<file path="src/pce_pkg.sv">
// pce_pkg: shared types, codes and constants of the pci config enumerator
// used by pci_config_enumerator and by tb_top
// no dependencies
`default_nettype none

package pce_pkg;

   // default scan extent
   localparam int DEF_NUM_BUSES = 256;
   localparam int DEF_NUM_SLOTS = 32;

   // result queue depth (two beats per completion plus slack)
   localparam int QUEUE_DEPTH = 4;
   localparam int QUEUE_PTR_W = $clog2(QUEUE_DEPTH);
   localparam int QUEUE_CNT_W = $clog2(QUEUE_DEPTH + 1);

   // mechanism-1 address pieces
   localparam logic [31:0] ENABLE_BIT    = 32'h8000_0000;
   localparam logic [7:0]  OFFSET_MASK   = 8'hFC;
   localparam logic [7:0]  OFFSET_IDENT  = 8'h00;
   localparam logic [7:0]  OFFSET_CLASS  = 8'h08;
   localparam logic [7:0]  OFFSET_HEADER = 8'h0E;

   // absent function marker and multi-function flag position
   localparam logic [15:0] VENDOR_ABSENT = 16'hFFFF;
   localparam int          MULTI_BIT     = 7;
   localparam logic [2:0]  LAST_FUNCTION = 3'd7;

   // input command codes
   localparam logic CMD_START    = 1'b0;
   localparam logic CMD_COMPLETE = 1'b1;

   // result kinds
   typedef enum logic [1:0] {
      KIND_REQUEST = 2'd0,
      KIND_RECORD  = 2'd1,
      KIND_DONE    = 2'd2
   } kind_type;

   // which dword the outstanding read returns
   typedef enum logic [1:0] {
      PHASE_IDENT  = 2'd0,
      PHASE_HEADER = 2'd1,
      PHASE_CLASS  = 2'd2
   } phase_type;

   // one result beat
   typedef struct packed {
      kind_type    kind;
      logic [31:0] config_address;
      logic [7:0]  bus_number;
      logic [4:0]  slot_number;
      logic [2:0]  function_number;
      logic [15:0] vendor_ident;
      logic [15:0] device_ident;
      logic [7:0]  class_value;
      logic [7:0]  subclass_value;
      logic [7:0]  interface_value;
      logic [7:0]  header_value;
      logic        last;
   } result_type;

   // mechanism-1 address word
   function automatic logic [31:0] make_address(input logic [7:0] bus,
                                                input logic [4:0] slot,
                                                input logic [2:0] func,
                                                input logic [7:0] offset);
      make_address = ENABLE_BIT | {8'd0, bus, slot, func, offset & OFFSET_MASK};
   endfunction

   // read request beat
   function automatic result_type make_request(input logic [7:0] bus,
                                               input logic [4:0] slot,
                                               input logic [2:0] func,
                                               input logic [7:0] offset);
      result_type r;
      r                = '0;
      r.kind           = KIND_REQUEST;
      r.config_address = make_address(bus, slot, func, offset);
      r.last           = 1'b1;
      make_request     = r;
   endfunction

endpackage

`default_nettype wire

</file>
<file path="src/pce_req_if.sv">
// pce_req_if: input channel of the pci config enumerator (start / completion)
// no dependencies
`default_nettype none

interface pce_req_if;
   logic        valid;
   logic        ready;
   logic        cmd;
   logic [31:0] read_data;

   modport source (output valid, output cmd, output read_data, input ready);
   modport sink   (input valid, input cmd, input read_data, output ready);
endinterface

`default_nettype wire

</file>
<file path="src/pce_rsp_if.sv">
// pce_rsp_if: result channel of the pci config enumerator
// (read requests, device records, done marker); no dependencies
`default_nettype none

interface pce_rsp_if;
   logic        valid;
   logic        ready;
   logic [1:0]  kind;
   logic [31:0] config_address;
   logic [7:0]  bus_number;
   logic [4:0]  slot_number;
   logic [2:0]  function_number;
   logic [15:0] vendor_ident;
   logic [15:0] device_ident;
   logic [7:0]  class_value;
   logic [7:0]  subclass_value;
   logic [7:0]  interface_value;
   logic [7:0]  header_value;
   logic        last;

   modport source (output valid, output kind, output config_address, output bus_number,
                   output slot_number, output function_number, output vendor_ident,
                   output device_ident, output class_value, output subclass_value,
                   output interface_value, output header_value, output last,
                   input ready);
   modport sink   (input valid, input kind, input config_address, input bus_number,
                   input slot_number, input function_number, input vendor_ident,
                   input device_ident, input class_value, input subclass_value,
                   input interface_value, input header_value, input last,
                   output ready);
endinterface

`default_nettype wire

</file>
<file path="src/pci_config_enumerator.sv">
// The results of an accepted beat are written into the result queue and offered from its head.
// Throughput: one input beat per cycle while ready is high; a class-dword completion makes two result
// beats, so the rate is bounded by the result side draining one beat per cycle.
// Ready drops when the 4-entry result queue cannot take two more beats.
// Reset (synchronous, active high) clears the scan state and empties the queue.
// Depends on pce_pkg, pce_req_if and pce_rsp_if.
`default_nettype none

module pci_config_enumerator #(
   parameter int NUM_BUSES = pce_pkg::DEF_NUM_BUSES,
   parameter int NUM_SLOTS = pce_pkg::DEF_NUM_SLOTS
) (
   input  wire logic  clock,
   input  wire logic  reset,
   pce_req_if.sink    req,
   pce_rsp_if.source  rsp
);

   localparam logic [8:0] BUS_LIMIT  = 9'(NUM_BUSES);
   localparam logic [5:0] SLOT_LIMIT = 6'(NUM_SLOTS);

   // scan state
   logic                 busy_ff, busy_in;
   logic [7:0]           bus_ff, bus_in;
   logic [4:0]           slot_ff, slot_in;
   logic [2:0]           func_ff, func_in;
   pce_pkg::phase_type   phase_ff, phase_in;
   logic                 multi_ff, multi_in;
   logic [31:0]          ident_ff, ident_in;
   logic [7:0]           header_ff, header_in;

   // result queue
   pce_pkg::result_type                       queue_ff [pce_pkg::QUEUE_DEPTH];
   logic [pce_pkg::QUEUE_PTR_W-1:0]           wr_ptr_ff, rd_ptr_ff;
   logic [pce_pkg::QUEUE_CNT_W-1:0]           count_ff;

   logic                 accept;
   logic                 pop;
   logic [1:0]           push_cnt;
   pce_pkg::result_type  res0, res1, next_res, head;

   // advance to the next location
   logic                 adv_multi_src;
   logic                 adv_more;
   logic [7:0]           adv_bus;
   logic [4:0]           adv_slot;
   logic [2:0]           adv_func;
   logic                 adv_multi;

   assign accept = req.valid & req.ready;
   assign pop    = rsp.valid & rsp.ready;

   // absent function 0 clears the multi-function flag before stepping
   assign adv_multi_src = (phase_ff != pce_pkg::PHASE_CLASS && func_ff == 3'd0) ?
                          1'b0 : multi_ff;

   always_comb begin
      adv_more  = 1'b1;
      adv_bus   = bus_ff;
      adv_slot  = slot_ff;
      adv_func  = func_ff;
      adv_multi = adv_multi_src;
      if (adv_multi_src && func_ff != pce_pkg::LAST_FUNCTION) begin
         adv_func = func_ff + 3'd1;
      end else begin
         adv_func  = 3'd0;
         adv_multi = 1'b0;
         if (({1'b0, slot_ff} + 6'd1) < SLOT_LIMIT) begin
            adv_slot = slot_ff + 5'd1;
         end else begin
            adv_slot = 5'd0;
            if (({1'b0, bus_ff} + 9'd1) < BUS_LIMIT) begin
               adv_bus = bus_ff + 8'd1;
            end else begin
               adv_bus  = 8'd0;
               adv_more = 1'b0;
            end
         end
      end
   end

   // request for the next location, or the done marker
   always_comb begin
      if (adv_more) begin
         next_res = pce_pkg::make_request(adv_bus, adv_slot, adv_func,
                                          pce_pkg::OFFSET_IDENT);
      end else begin
         next_res      = '0;
         next_res.kind = pce_pkg::KIND_DONE;
         next_res.last = 1'b1;
      end
   end

   // per-beat processing
   always_comb begin
      busy_in   = busy_ff;
      bus_in    = bus_ff;
      slot_in   = slot_ff;
      func_in   = func_ff;
      phase_in  = phase_ff;
      multi_in  = multi_ff;
      ident_in  = ident_ff;
      header_in = header_ff;
      res0      = '0;
      res1      = '0;
      push_cnt  = 2'd0;
      if (accept) begin
         if (req.cmd == pce_pkg::CMD_START) begin
            busy_in   = 1'b1;
            bus_in    = 8'd0;
            slot_in   = 5'd0;
            func_in   = 3'd0;
            phase_in  = pce_pkg::PHASE_IDENT;
            multi_in  = 1'b0;
            ident_in  = 32'd0;
            header_in = 8'd0;
            res0      = pce_pkg::make_request(8'd0, 5'd0, 3'd0, pce_pkg::OFFSET_IDENT);
            push_cnt  = 2'd1;
         end else if (busy_ff) begin
            case (phase_ff)
               pce_pkg::PHASE_HEADER: begin
                  header_in = req.read_data[23:16];
                  if (func_ff == 3'd0) begin
                     multi_in = req.read_data[16 + pce_pkg::MULTI_BIT];
                  end
                  phase_in = pce_pkg::PHASE_CLASS;
                  res0     = pce_pkg::make_request(bus_ff, slot_ff, func_ff,
                                                   pce_pkg::OFFSET_CLASS);
                  push_cnt = 2'd1;
               end
               pce_pkg::PHASE_CLASS: begin
                  res0.kind            = pce_pkg::KIND_RECORD;
                  res0.bus_number      = bus_ff;
                  res0.slot_number     = slot_ff;
                  res0.function_number = func_ff;
                  res0.vendor_ident    = ident_ff[15:0];
                  res0.device_ident    = ident_ff[31:16];
                  res0.class_value     = req.read_data[31:24];
                  res0.subclass_value  = req.read_data[23:16];
                  res0.interface_value = req.read_data[15:8];
                  res0.header_value    = header_ff;
                  res0.last            = 1'b0;
                  res1      = next_res;
                  push_cnt  = 2'd2;
                  busy_in   = adv_more;
                  bus_in    = adv_bus;
                  slot_in   = adv_slot;
                  func_in   = adv_func;
                  multi_in  = adv_multi;
                  phase_in  = pce_pkg::PHASE_IDENT;
               end
               default: begin
                  // vendor/device dword; the unused phase code lands here too
                  ident_in = req.read_data;
                  if (req.read_data[15:0] == pce_pkg::VENDOR_ABSENT) begin
                     res0     = next_res;
                     push_cnt = 2'd1;
                     busy_in  = adv_more;
                     bus_in   = adv_bus;
                     slot_in  = adv_slot;
                     func_in  = adv_func;
                     multi_in = adv_multi;
                     phase_in = pce_pkg::PHASE_IDENT;
                  end else begin
                     phase_in = pce_pkg::PHASE_HEADER;
                     res0     = pce_pkg::make_request(bus_ff, slot_ff, func_ff,
                                                      pce_pkg::OFFSET_HEADER);
                     push_cnt = 2'd1;
                  end
               end
            endcase
         end
      end
   end

   // scan state registers
   always_ff @(posedge clock) begin
      if (reset) begin
         busy_ff   <= 1'b0;
         bus_ff    <= 8'd0;
         slot_ff   <= 5'd0;
         func_ff   <= 3'd0;
         phase_ff  <= pce_pkg::PHASE_IDENT;
         multi_ff  <= 1'b0;
         ident_ff  <= 32'd0;
         header_ff <= 8'd0;
      end else begin
         busy_ff   <= busy_in;
         bus_ff    <= bus_in;
         slot_ff   <= slot_in;
         func_ff   <= func_in;
         phase_ff  <= phase_in;
         multi_ff  <= multi_in;
         ident_ff  <= ident_in;
         header_ff <= header_in;
      end
   end

   // queue pointers and fill count
   always_ff @(posedge clock) begin
      if (reset) begin
         wr_ptr_ff <= '0;
         rd_ptr_ff <= '0;
         count_ff  <= '0;
      end else begin
         wr_ptr_ff <= wr_ptr_ff + pce_pkg::QUEUE_PTR_W'(push_cnt);
         rd_ptr_ff <= rd_ptr_ff + pce_pkg::QUEUE_PTR_W'(pop);
         count_ff  <= count_ff + pce_pkg::QUEUE_CNT_W'(push_cnt)
                      - pce_pkg::QUEUE_CNT_W'(pop);
      end
   end

   // queue storage, up to two beats written per cycle
   always_ff @(posedge clock) begin
      if (push_cnt != 2'd0) begin
         queue_ff[wr_ptr_ff] <= res0;
      end
      if (push_cnt == 2'd2) begin
         queue_ff[wr_ptr_ff + pce_pkg::QUEUE_PTR_W'(1)] <= res1;
      end
   end

   // handshake: take a beat only when two queue entries are free
   assign req.ready = (count_ff <= pce_pkg::QUEUE_CNT_W'(pce_pkg::QUEUE_DEPTH - 2));
   assign rsp.valid = (count_ff != '0);

   // head of queue to the result channel
   assign head                = queue_ff[rd_ptr_ff];
   assign rsp.kind            = head.kind;
   assign rsp.config_address  = head.config_address;
   assign rsp.bus_number      = head.bus_number;
   assign rsp.slot_number     = head.slot_number;
   assign rsp.function_number = head.function_number;
   assign rsp.vendor_ident    = head.vendor_ident;
   assign rsp.device_ident    = head.device_ident;
   assign rsp.class_value     = head.class_value;
   assign rsp.subclass_value  = head.subclass_value;
   assign rsp.interface_value = head.interface_value;
   assign rsp.header_value    = head.header_value;
   assign rsp.last            = head.last;

endmodule

`default_nettype wire

</file>
<file path="src/flat_wrapper.sv">
// flat-port wrapper written by rule: the top's interface ports become plain ports
module pci_config_enumerator_flat 
#(
   parameter int NUM_BUSES = pce_pkg::DEF_NUM_BUSES,
   parameter int NUM_SLOTS = pce_pkg::DEF_NUM_SLOTS
)
  (clock, reset, req_valid, req_cmd, req_read_data, req_ready, rsp_valid, rsp_kind, rsp_config_address, rsp_bus_number, rsp_slot_number, rsp_function_number, rsp_vendor_ident, rsp_device_ident, rsp_class_value, rsp_subclass_value, rsp_interface_value, rsp_header_value, rsp_last, rsp_ready);
  pce_req_if req_i ();
  pce_rsp_if rsp_i ();
  input  wire logic clock;
  input  wire logic reset;
  input wire logic [$bits(req_i.valid)-1:0] req_valid;
  input wire logic [$bits(req_i.cmd)-1:0] req_cmd;
  input wire logic [$bits(req_i.read_data)-1:0] req_read_data;
  output wire logic [$bits(req_i.ready)-1:0] req_ready;
  output wire logic [$bits(rsp_i.valid)-1:0] rsp_valid;
  output wire logic [$bits(rsp_i.kind)-1:0] rsp_kind;
  output wire logic [$bits(rsp_i.config_address)-1:0] rsp_config_address;
  output wire logic [$bits(rsp_i.bus_number)-1:0] rsp_bus_number;
  output wire logic [$bits(rsp_i.slot_number)-1:0] rsp_slot_number;
  output wire logic [$bits(rsp_i.function_number)-1:0] rsp_function_number;
  output wire logic [$bits(rsp_i.vendor_ident)-1:0] rsp_vendor_ident;
  output wire logic [$bits(rsp_i.device_ident)-1:0] rsp_device_ident;
  output wire logic [$bits(rsp_i.class_value)-1:0] rsp_class_value;
  output wire logic [$bits(rsp_i.subclass_value)-1:0] rsp_subclass_value;
  output wire logic [$bits(rsp_i.interface_value)-1:0] rsp_interface_value;
  output wire logic [$bits(rsp_i.header_value)-1:0] rsp_header_value;
  output wire logic [$bits(rsp_i.last)-1:0] rsp_last;
  input wire logic [$bits(rsp_i.ready)-1:0] rsp_ready;
  assign req_i.valid = req_valid;
  assign req_i.cmd = req_cmd;
  assign req_i.read_data = req_read_data;
  assign req_ready = req_i.ready;
  assign rsp_valid = rsp_i.valid;
  assign rsp_kind = rsp_i.kind;
  assign rsp_config_address = rsp_i.config_address;
  assign rsp_bus_number = rsp_i.bus_number;
  assign rsp_slot_number = rsp_i.slot_number;
  assign rsp_function_number = rsp_i.function_number;
  assign rsp_vendor_ident = rsp_i.vendor_ident;
  assign rsp_device_ident = rsp_i.device_ident;
  assign rsp_class_value = rsp_i.class_value;
  assign rsp_subclass_value = rsp_i.subclass_value;
  assign rsp_interface_value = rsp_i.interface_value;
  assign rsp_header_value = rsp_i.header_value;
  assign rsp_last = rsp_i.last;
  assign rsp_i.ready = rsp_ready;
  pci_config_enumerator #(.NUM_BUSES(NUM_BUSES), .NUM_SLOTS(NUM_SLOTS)) u_core (.clock(clock), .reset(reset), .req(req_i), .rsp(rsp_i));
endmodule
</file>
<file path="config.mk">
export PLATFORM = sky130hd
export DESIGN_NAME = pci_config_enumerator_flat
export DESIGN_NICKNAME = d
export VERILOG_FILES = /design/src/pce_pkg.sv /design/src/pce_req_if.sv /design/src/pce_rsp_if.sv /design/src/pci_config_enumerator.sv /design/src/flat_wrapper.sv
export SDC_FILE = /design/constraint.sdc
export NUM_CORES = 1
export LEC_CHECK = 0
export BUFFER_PORTS_ARGS = -buffer_cell sky130_fd_sc_hd__buf_2
export CORE_UTILIZATION = 40
export DETAILED_ROUTE_END_ITERATION = 7
export SLEW_MARGIN = 20
export SYNTH_ARGS = -nofsm -noshare
export SYNTH_HDL_FRONTEND = slang
export SYNTH_SLANG_ARGS = --single-unit
</file>
<file path="constraint.sdc">
create_clock -name clock -period 3.9 [get_ports clock]
set_input_delay 0.195 -clock clock [delete_from_list [all_inputs] [get_ports clock]]
set_output_delay 0.195 -clock clock [all_outputs]
set_load 0.02 [all_outputs]
</file>
* Yosys cells after proc, flatten, opt, wreduce, memory -nomap -nowiden
Memories as Yosys holds them, arrays and structs flattened. A register that Yosys moved wholly into a read port is not among the register bits.
Index checks and enable logic that the tools add are counted.
** Word-level totals
- RAM bits :: 460
- Output and inout port bits :: 117
- Bits in registers :: 67
- Input port bits :: 37
- Memories :: 1
- Logic and storage cells :: 114
** Operators by class
- $add $sub $neg :: 10
- Reduce and logical (&&, ||, !) cells :: 11
- Magnitude comparators :: 3
- Bitwise logic cells :: 2
- Eq/ne operators :: 13
- Muxes and demuxes :: 63
** Memories
- u_core.queue_ff :: words 4, bits a word 115, rd ports 1, clocked after Yosys merged registers in 1, write ports 2, RTL line pci_config_enumerator.sv:33 : pce_pkg::result_type queue_ff [pce_pkg::QUEUE_DEPTH];
** Operators by type and width (number)
- $mux 115 :: 9
- $pmux 81 s2 :: 1
- $mux 32 :: 3
- $mux 8 :: 9
- $pmux 32 s2 :: 1
- $mux 5 :: 5
- $mux 1 :: 17
- $eq 16x16->1 const B :: 1
- $pmux 8 s2 :: 1
- $mux 2 :: 7
- $mux 3 :: 4
- $pmux 5 s2 :: 1
- $add 8x1->9 const B :: 1
- $lt 9x9->1 const B :: 1
- $add 8x1->8 const B :: 1
- $pmux 2 s2 :: 2
- $reduce_and 4->1 :: 2
- $add 5x1->6 const B :: 1
- $lt 6x6->1 const B :: 1
- $ne 2x2->1 const B :: 3
- $pmux 3 s2 :: 1
- $reduce_and 3->1 :: 2
- $add 5x1->5 const B :: 1
- $eq 2x2->1 const B :: 2
- 21 further kinds :: 25

* Longest topological paths before layout
Gate-level depths: netlist (run 1).
- Word-level depth :: 11
- Mapped depth :: 12
- Depth with buffers taken out :: 10

* Least setup slack after synthesis (run 1)
OpenSTA, ideal clock, no wires.
- Kind :: flip-flop to flip-flop
- From :: register u_core.phase_ff[0]
- To :: register u_core.count_ff[2] (netlist name)
- Required time :: 3.772 ns
- Clock period less this slack :: 2.946 ns
- Path buffers :: 2
- Cell stages (with the launch flop) :: 13
- Arrival :: 2.819 ns
- Path slack :: 0.954 ns
- Setup time :: 0.128 ns
- Path through :: dfxtp_1 inv_1 ha_1 nand2_1 nor3_2 clkbuf_1 clkbuf_1 inv_1 ha_1 fa_1 xnor2_1 xnor2_1 nor2_1
** Between the ends
- Longest elaborated chain between the ends :: 7
** Ends and longest elaborated chain
- from (decl) :: RTL line pci_config_enumerator.sv:27 : pce_pkg::phase_type phase_ff, phase_in;
- from (signal assigned) :: RTL line pci_config_enumerator.sv:183 : phase_ff <= pce_pkg::PHASE_IDENT;
- from (signal assigned) :: RTL line pci_config_enumerator.sv:192 : phase_ff <= phase_in;
- $eq 2x2->1 :: RTL line pci_config_enumerator.sv:120 : case (phase_ff)
- $mux 2
- $mux 2 :: RTL line pci_config_enumerator.sv:119 : end else if (busy_ff) begin
- $mux 2 :: RTL line pci_config_enumerator.sv:108 : if (req.cmd == pce_pkg::CMD_START) begin
- $mux 2 :: RTL line pci_config_enumerator.sv:107 : if (accept) begin
- $add 3x2->3 :: RTL line pci_config_enumerator.sv:208 : count_ff <= count_ff + pce_pkg::QUEUE_CNT_W'(push_cnt)
- $sub 3x1->3 :: RTL line pci_config_enumerator.sv:209 : - pce_pkg::QUEUE_CNT_W'(pop);
- to (signal assigned) :: RTL line pci_config_enumerator.sv:208
- to (decl) :: RTL line pci_config_enumerator.sv:35 : logic [pce_pkg::QUEUE_CNT_W-1:0] count_ff;
Every way passes these cells.
A chain may end at the register's enable or synchronous reset.

==> results of run 1 <==
state kept, by name, summed over array words and instances (netlist names):
| name | flops |
|---|---|
| u_core.func_ff | 3 |
| u_core.slot_ff | 5 |
| u_core.header_ff | 8 |
| u_core.queue_ff | 408 |
| u_core.multi_ff | 1 |
| u_core.phase_ff | 2 |
| u_core.busy_ff | 1 |
| u_core.count_ff | 3 |
| u_core.rd_ptr_ff | 2 |
| u_core.wr_ptr_ff | 2 |
| u_core.ident_ff | 32 |
| u_core.bus_ff | 8 |
metrics by stage:
stage | util | power [mW] | instances | instance area, um2 | hold WS, ns
3_5_place_dp | 0.432 | 7.02 | 2637 | 21200 | 0.435
5_1_grt | 0.474 | 12.3 | 2759 | 23200 | 0.156
6_report | 0.474 | 11.9 | 2759 | 23200 | 0.153
2_1_floorplan | - | 6.43 | 1990 | 20000 | 0.318
3_3_place_gp | 0.432 | 7.01 | 2637 | 21200 | 0.427
4_1_cts | 0.474 | 12.0 | 2759 | 23200 | 0.116
cell families after synthesis:
logic type / share of synthesized area
AND/OR/NAND/NOR: 0.149
AO/OA/AOI/OAI: 0.162
buffers and inverters: 0.0453
adder cells (fa/ha/maj): 0.00852
flip-flops: 0.514
XOR/XNOR: 0.00395
multiplexers: 0.117
other: 0.000188
cells in the mapped netlist, drive strengths merged (11+ instances only):
master / count
nor2: 79
nand3: 271
a21oi: 91
nand4: 15
nor4: 12
buf: 68
and2: 11
clkbuf: 128
nand2: 209
o22ai: 14
edfxtp: 76
a22oi: 47
dfxtp: 399
o21ai: 228
a22o: 83
ha: 12
mux4: 102
inv: 22
cell type report:
| type | instances | area share |
|---|---|---|
| Sequential cell | 475 | 0.442 |
| Timing Repair Buffer | 212 | 0.0597 |
| Clock buffer | 67 | 0.0610 |
| Tap cell | 664 | 0.0358 |
| Multi-Input combinational cell | 1296 | 0.384 |
| Clock inverter | 22 | 0.0134 |
| Inverter | 23 | 0.00372 |
layer usage:
metal	part of all wire	global-route usage	up-vias
met3	0.075	0.0420	89
met4	0.017	0.0592	2
met2	0.45	0.374	716
met5	0.00021	0	-
met1	0.45	0.353	8214
li1	-	-	7440
how the worst min path moves through the flow:
stage | from | end | slack (ns) | cells past startpoint
after detailed placement | u_core.queue_ff[2][84] | u_core.queue_ff[2][84] | 0.43 | 2
after CTS | req_cmd | u_core.multi_ff | 0.12 | 5
after global placement | u_core.queue_ff[2][113] | u_core.queue_ff[2][113] | 0.43 | 2
final | rsp_ready | u_core.rd_ptr_ff[0] | 0.15 | 4
after global routing | rsp_ready | u_core.rd_ptr_ff[0] | 0.16 | 4
after floorplan | req_read_data[11] | u_core.queue_ff[3][12] | 0.32 | 2
worst max-delay path, stage by stage, from the launching register on:
cell and delay [ns]:
dfxtp_1 0.33, inv_1 0.06, ha_1 0.25, nand2_1 0.28
nor4_2 0.89, buf_4 0.74, a22o_1 0.26
power by group:
group / leakage (nW) / switching [mW] / internal (mW) / total [mW]
logic: 3.39 / 1.10 / 0.642 / 1.75
clock network: 0.851 / 2.03 / 2.96 / 4.99
registers: 3.91 / 0.0989 / 5.08 / 5.17
total: 8.15 / 3.23 / 8.68 / 11.9
==> flow_summary.json, run 1 <==
{
  "slew_headroom": 0.281,
  "min_path_type": "in2reg",
  "drv_cap": 0,
  "track_usage": 0.243,
  "grt_overflow_total": 0,
  "power.density_nw_per_um2": 512,
  "cts_resized": 0,
  "grt_pass1_vias": 15500,
  "final.period_utilization": 0.750,
  "cp-startpoint": "u_core.phase_ff[0]",
  "ys_async_sr_fraction": 0,
  "postCtsSetupBuffers": 0,
  "place_hpwl_mm": 37.5,
  "syn_inst": 1978,
  "yosysTopAreaCellShare": 0.400,
  "row_count": 81,
  "drive_gt1_frac": 0.188,
  "multiInputGateArea_um2": 8930,
  "start_kind": "flop",
  "layout_min_cycle_time_ns": 2.92,
  "io_pins": 154,
  "rrSetupSlack_ns": 0.98,
  "final_cell_mix": "dfxtp_1, nand3_1, o21ai_0",
  "timing.rr.start": "u_core.phase_ff[0]",
  "vias": 16500,
  "syn_avg_cell_area_um2": 10.1,
  "worstRegToRegCells": 6,
  "clk_pin_slew_ns": 0.06,
  "worstSkewPairLatency_ns": 0.61,
  "p_leak_nw": 8.15,
  "synth_top_cell_by_area": "dfxtp_1",
  "mostFrequentLayoutCell": "dfxtp_1",
  "die_h_um": 225,
  "drt_iter0_markers": 1626,
  "antenna-diode-count": 0,
  "setup_violations": 0,
  "via_per_inst": 5.97,
  "ff_latch_area_um2": 10300,
  "cp-endpoint": "u_core.queue_ff[0][26]",
  "numCtsBuffers": 50,
  "path_class": "reg2reg",
  "cp.arrival_ns": 3.47,
  "clock.fmax_mhz": 342,
  "ys_seq_area_frac": 0.514,
  "grt_max_degree": 154,
  "peakVddDrop_mv": 0.544,
  "die_w_um": 225,
  "cts.sinks": 475,
  "yosys_warnings": 0,
  "cts_tree": "done",
  "antenna_found_initial": 1,
  "outcome": "completed",
  "core_um2": 49100,
  "dieArea_um2": 50800,
  "nets": 2108,
  "critPathRequiredTime_ns": 4.45,
  "cts_buffer_depth": 3,
  "pre_cts_ws_ns": 1.12,
  "skew_ns": 0.0350,
  "r2r-end": "u_core.queue_ff[0][26]",
  "crit_path_end_kind": "flop",
  "synth_cell_types": 63,
  "drv_slew": 0,
  "drtPass1Iterations": 5,
  "detail-route-antenna-nets": 0,
  "synth_ff_type": "dfxtp_1",
  "gpl.final_weighted_congestion": 0.894,
  "start_util": 0.407,
  "synth.ff_latch_count": 475,
  "grt_pass1_wl_mm": 94.9,
  "routedWlPerCell_um": 22.7,
  "fin_setup_tns_ns": 0,
  "area_growth_syn_to_layout_pct": 16.3,
  "n_fill_cell": 4527,
  "rsz0062_at_grt": "no",
  "synth_area_um2": 20000,
  "worstPathMaxFanout": 60,
  "totalWireLength_mm": 62.5,
  "clock-root-buffer": "clkbuf_16",
  "yosys-top-cells-area": "dfxtp_1, mux4_2, edfxtp_1, nand3_1, o21ai_0",
  "final_hold_viol_count": 0,
  "io_buffers": 140,
  "h-tree-depth": 2,
  "synth-edff-count": 76,
  "cts_hold_buf": 33,
  "route.detailed.drc": 0,
  "worst_slew_pin_slew_ns": 1.08,
  "fin_ws_ns": 0.976
}
No activity file was read; power rests on OpenSTA's default activity.
==> run 2: changes to the inputs <==
clock period = 2.7 ns   (was 3.9 ns; I/O delays follow)
==> run 2 against run 1 <==
Effect of this change: sequential cell count is the same; total power increased by 41%; critical path depth up 2; sequential share of layout area is 0.73 points lower; register-to-register slack got worse by 0.79 ns; via count barely moved; non-clock buffer count rose by 50; design area increased by 1.7%.
==> flow_summary.json, run 2 (synthesized netlist as in run 1, its figures left out) <==
{
  "outcome": "completed",
  "peakVddDrop_mv": 0.627,
  "track_usage": 0.241,
  "clock-root-buffer": "clkbuf_16",
  "start_kind": "flop",
  "core_um2": 49100,
  "rsz0062_at_grt": "no",
  "multiInputGateArea_um2": 8910,
  "cp-endpoint": "u_core.queue_ff[0][93]",
  "via_per_inst": 5.87,
  "mostFrequentLayoutCell": "dfxtp_1",
  "critPathRequiredTime_ns": 3.04,
  "slew_headroom": 0.357,
  "die_h_um": 225,
  "drv_slew": 0,
  "cp_num_buf_inv": 4,
  "largest_register_ffs": 408,
  "crit_path_end_kind": "flop",
  "largest-register": "u_core.queue_ff",
  "cp_slowest_stage_delay_ns": 0.58,
  "p_leak_nw": 8.38,
  "vias": 16500,
  "skew_ns": 0.0305,
  "drive_gt1_frac": 0.203,
  "place_hpwl_mm": 38.3,
  "die_w_um": 225,
  "worst_slew_pin_slew_ns": 0.964,
  "ff_latch_area_um2": 10300,
  "routedWlPerCell_um": 22.0,
  "reg_top3": "u_core.queue_ff: 408 flops, u_core.ident_ff: 32 flops",
  "critPathTopFamily": "simple AND/OR/NAND/NOR gates",
  "drtPass1Iterations": 5,
  "row_count": 81,
  "postCtsSetupBuffers": 0,
  "drt_iter0_markers": 1562,
  "route.detailed.drc": 0,
  "n_fill_cell": 4542,
  "min_path_type": "in2reg",
  "detail-route-antenna-nets": 0,
  "drv_cap": 0,
  "power.density_nw_per_um2": 708,
  "timing.rr.start": "u_core.phase_ff[0]",
  "totalWireLength_mm": 61.7,
  "crit_chain": "inv_1 -> ha_1 -> nand2_1 -> nor4_1 -> buf_4 -> nor2_4 -> inv_1 -> buf_12",
  "clk_pin_slew_ns": 0.06,
  "grt_overflow_total": 0,
  "worstRegToRegCells": 8,
  "final_hold_viol_count": 0,
  "grt_pass1_vias": 16000,
  "utilization": 0.482,
  "whs_path_depth": 4,
  "grt_max_degree": 143,
  "final.period_utilization": 0.932,
  "r2r-end": "u_core.queue_ff[0][93]",
  "numCtsBuffers": 49,
  "dieArea_um2": 50800,
  "io_pins": 154,
  "crit_cells": 8,
  "io_buffers": 140,
  "cp.arrival_ns": 2.86,
  "layout_min_cycle_time_ns": 2.52,
  "cts_tree": "done",
  "rrSetupSlack_ns": 0.18,
  "cts_resized": 0,
  "worstPathMaxFanout": 23,
  "crit_slowest_cell": "nor2_4",
  "worstSkewPairLatency_ns": 0.60,
  "start_util": 0.407,
  "setup_violations": 0,
  "nets": 2157,
  "antenna_found_initial": 2,
  "cts.sinks": 475,
  "gpl.final_weighted_congestion": 0.898,
  "cpMostUsedCell": "inv_1",
  "fin_setup_tns_ns": 0,
  "path_class": "reg2reg",
  "h-tree-depth": 2,
  "cts_buffer_depth": 3,
  "area_growth_syn_to_layout_pct": 18.3,
  "cp-startpoint": "u_core.phase_ff[0]",
  "grt_pass1_wl_mm": 94.3,
  "final_cell_mix": "dfxtp_1, nand3_1, o21ai_0",
  "clock.fmax_mhz": 397
}
[run 2: layer usage]
layer  routed length [um]  up-vias  track usage
li1                     -     7540            -
met1                27000     8124        0.334
met2                28200      711        0.379
met3                 4840       94       0.0409
met4                 1590        2       0.0836
met5                   11        -            0
[run 2: layout make-up]
cell class | count | share of cell area
Sequential cell | 475 | 0.435
Multi-Input combinational cell | 1296 | 0.377
Timing Repair Buffer | 262 | 0.0819
Clock buffer | 75 | 0.0616
Tap cell | 664 | 0.0352
Clock inverter | 11 | 0.00561
Inverter | 23 | 0.00365
Antenna cell | 1 | 0.000106
[run 2: power by group]
| group | internal [mW] | switching [mW] |
|---|---|---|
| sequential | 7.33 | 0.126 |
| combinational | 0.991 | 1.59 |
| clock | 3.90 | 2.80 |
[run 2: how the worst min path moves through the flow]
stage | start | to
after floorplan | req_read_data[11] | u_core.queue_ff[3][12]
after global placement | req_read_data[6] | u_core.ident_ff[6]
after detailed placement | req_read_data[0] | u_core.ident_ff[0]
after CTS | rsp_ready | u_core.rd_ptr_ff[0]
after global routing | rsp_ready | u_core.rd_ptr_ff[0]
final | rsp_ready | u_core.rd_ptr_ff[0]
[run 2: per-stage QoR]
step / power (mW) / cells / worst slack (ns) / hold WS, ns / instance area [um2]
detailed placement: 10.2 / 2688 / 0.194 / 0.410 / 21700
CTS: 16.9 / 2806 / 0.159 / 0.0253 / 23600
global placement: 10.2 / 2688 / 0.187 / 0.400 / 21700
finish: 16.7 / 2807 / 0.183 / 0.0541 / 23600
global route: 17.3 / 2807 / 0.00592 / 0.0996 / 23600
floorplan: 9.29 / 1990 / 0.00213 / 0.258 / 20000
[run 2: worst min-delay path, cell delays in order]
cell and delay (ns):
buf_2 0.07, and2_1 0.14, ha_1 0.14, nor2b_1 0.12
[run 2: timing repair]
| action | in CTS | in global routing |
|---|---|---|
| endpoints found under the setup margin | 0 | 17 |
| hold buffers | 32 | 0 |
| endpoints found under the hold margin | 129 | 0 |
==> run 3: changes to the inputs <==
CORE_UTILIZATION = 47   (was 40)
==> run 3 against run 2 <==
Effect of this change: via count is 0.73% higher; sequential power is 0.9% higher; sequential cell count did not move; die area fell by 15%; fmax down 1.3%; global-route usage grew 4.3 points; combinational power is essentially flat; critical path type is now reg2out; highest routed layer is now met4.
==> flow_summary.json, run 3 (synthesized netlist as in run 1, its figures left out) <==
{
  "outcome": "completed",
  "cts_buffer_depth": 3,
  "drt_iter0_markers": 1577,
  "layout_min_cycle_time_ns": 2.55,
  "worst_slew_pin_slew_ns": 0.809,
  "min_path_type": "in2reg",
  "crit_chain": "buf_4 -> mux4_2 -> buf_2",
  "cp_num_buf_inv": 2,
  "p_leak_nw": 8.47,
  "h-tree-depth": 2,
  "grt_max_degree": 157,
  "clk_pin_slew_ns": 0.06,
  "critPathRequiredTime_ns": 2.57,
  "setup_violations": 0,
  "drtPass1Iterations": 5,
  "io_pins": 154,
  "clock-root-buffer": "clkbuf_16",
  "multiInputGateArea_um2": 8930,
  "power.density_nw_per_um2": 727,
  "final_hold_viol_count": 0,
  "r2r-end": "u_core.queue_ff[0][112]",
  "timing.rr.start": "u_core.func_ff[1]",
  "cp_slowest_stage_delay_ns": 0.63,
  "worstPathMaxFanout": 20,
  "skew_ns": 0.0234,
  "ff_latch_area_um2": 10300,
  "worstSkewPairLatency_ns": 0.60,
  "start_util": 0.476,
  "hold_start": "reset",
  "slew_headroom": 0.460,
  "mostFrequentLayoutCell": "dfxtp_1",
  "place_hpwl_mm": 38.5,
  "gpl.final_weighted_congestion": 0.926,
  "io_buffers": 140,
  "reg_top3": "u_core.queue_ff: 408 flops, u_core.ident_ff: 32 flops",
  "antenna_found_initial": 0,
  "whs_path_depth": 3,
  "worstRegToRegCells": 7,
  "rsz0062_at_grt": "no",
  "grt_pass1_vias": 16000,
  "row_count": 75,
  "worstHoldEndpoint": "u_core.bus_ff[1]",
  "via_per_inst": 6.16,
  "largest-register": "u_core.queue_ff",
  "utilization": 0.563,
  "drive_gt1_frac": 0.213,
  "routedWlPerCell_um": 23.0,
  "finalPower_mw": 17.2,
  "drv_slew": 0,
  "final_cell_area_um2": 23600,
  "start_kind": "flop",
  "largest_register_ffs": 408,
  "dieArea_um2": 43300,
  "track_usage": 0.284,
  "cts_tree": "done",
  "cts.sinks": 475,
  "core_um2": 41900,
  "rrSetupSlack_ns": 0.16,
  "drv_cap": 0,
  "crit_path_end_kind": "primary output",
  "die_w_um": 208,
  "clock.fmax_mhz": 392,
  "detail-route-antenna-nets": 0,
  "fin_setup_tns_ns": 0,
  "final.period_utilization": 0.944,
  "route.detailed.drc": 0,
  "n_fill_cell": 3626,
  "area_growth_syn_to_layout_pct": 18.2,
  "placed_cell_area_um2": 21600,
  "path_class": "reg2out",
  "numCtsBuffers": 49,
  "final_cell_mix": "dfxtp_1, nand3_1, o21ai_0",
  "nets": 2165,
  "peakVddDrop_mv": 0.443,
  "vias": 16600,
  "die_h_um": 208,
  "grt_overflow_total": 0,
  "critPathTopFamily": "flip-flops",
  "grt_pass1_wl_mm": 95.4,
  "crit_slowest_cell": "dfxtp_4",
  "cp.arrival_ns": 2.41,
  "totalWireLength_mm": 61.9
}
## run 3: changes by cell type in the layout (fill, tap and decap cells not counted), moves of 3 or more
cell and delta:
buf_12 -4, buf_4 +11, clkbuf_1 -6, clkbuf_16 +3, clkbuf_8 -4, clkinv_2 +10
## run 3: power breakdown
part,internal [mW],switching (mW)
Clock,4.16,2.90
Combinational,1.03,1.55
Sequential,7.33,0.199
Total,12.5,4.65
## run 3: repair_timing
action / in CTS / in global routing
endpoints found under the setup margin: 0 / 97
resized for setup: 0 / 7
buffers inserted: 0 / 1
endpoints found under the hold margin: 132 / 0
hold buffers: 32 / 0
## run 3: routing by layer
layer,vias up,track usage,wire [um]
met5,-,0,0
met4,0,0.0695,1100
met3,100,0.0486,4400
met2,677,0.432,28000
met1,8256,0.419,28400
li1,7558,-,-
## run 3: through the flow
step           setup slack [ns]  hold slack [ns]  cells
2_1_floorplan           0.00213            0.258   1990
3_3_place_gp              0.137            0.404   2570
3_5_place_dp             0.0561            0.412   2570
4_1_cts                  0.0150           0.0188   2693
5_1_grt                  0.0169           0.0538   2694
6_report                  0.150           0.0440   2695
## run 3: how the worst max path moves through the flow
stage | startpoint | endpoint | slack, ns | cells after the start
2_1_floorplan | u_core.phase_ff[0] | u_core.count_ff[2] | 0.002 | 12
3_3_place_gp | u_core.phase_ff[0] | u_core.queue_ff[0][112] | 0.14 | 7
3_5_place_dp | u_core.phase_ff[0] | u_core.queue_ff[1][112] | 0.06 | 7
4_1_cts | u_core.phase_ff[0] | u_core.queue_ff[3][89] | 0.01 | 7
5_1_grt | u_core.phase_ff[0] | u_core.queue_ff[1][112] | 0.02 | 7
6_report | u_core.rd_ptr_ff[0] | rsp_device_ident[4] | 0.15 | 3
## run 3: area by class of cell
| class | count | area share |
|---|---|---|
| repair buffers | 270 | 0.0826 |
| clock inverters | 23 | 0.0104 |
| multi-input cells | 1296 | 0.378 |
| diodes | 1 | 0.000106 |
| inverters | 23 | 0.00366 |
| well taps | 539 | 0.0286 |
| clock buffers | 68 | 0.0615 |
| flip-flops and latches | 475 | 0.435 |
## run 3: worst reg2reg max path, stage by stage, from the launching register on
cell and delay (ns):
dfxtp_1 0.41, inv_1 0.13, ha_1 0.19, or3b_4 0.45, a211oi_4 0.38, nand4_1 0.20
a31oi_2 0.37, o21ai_0 0.16
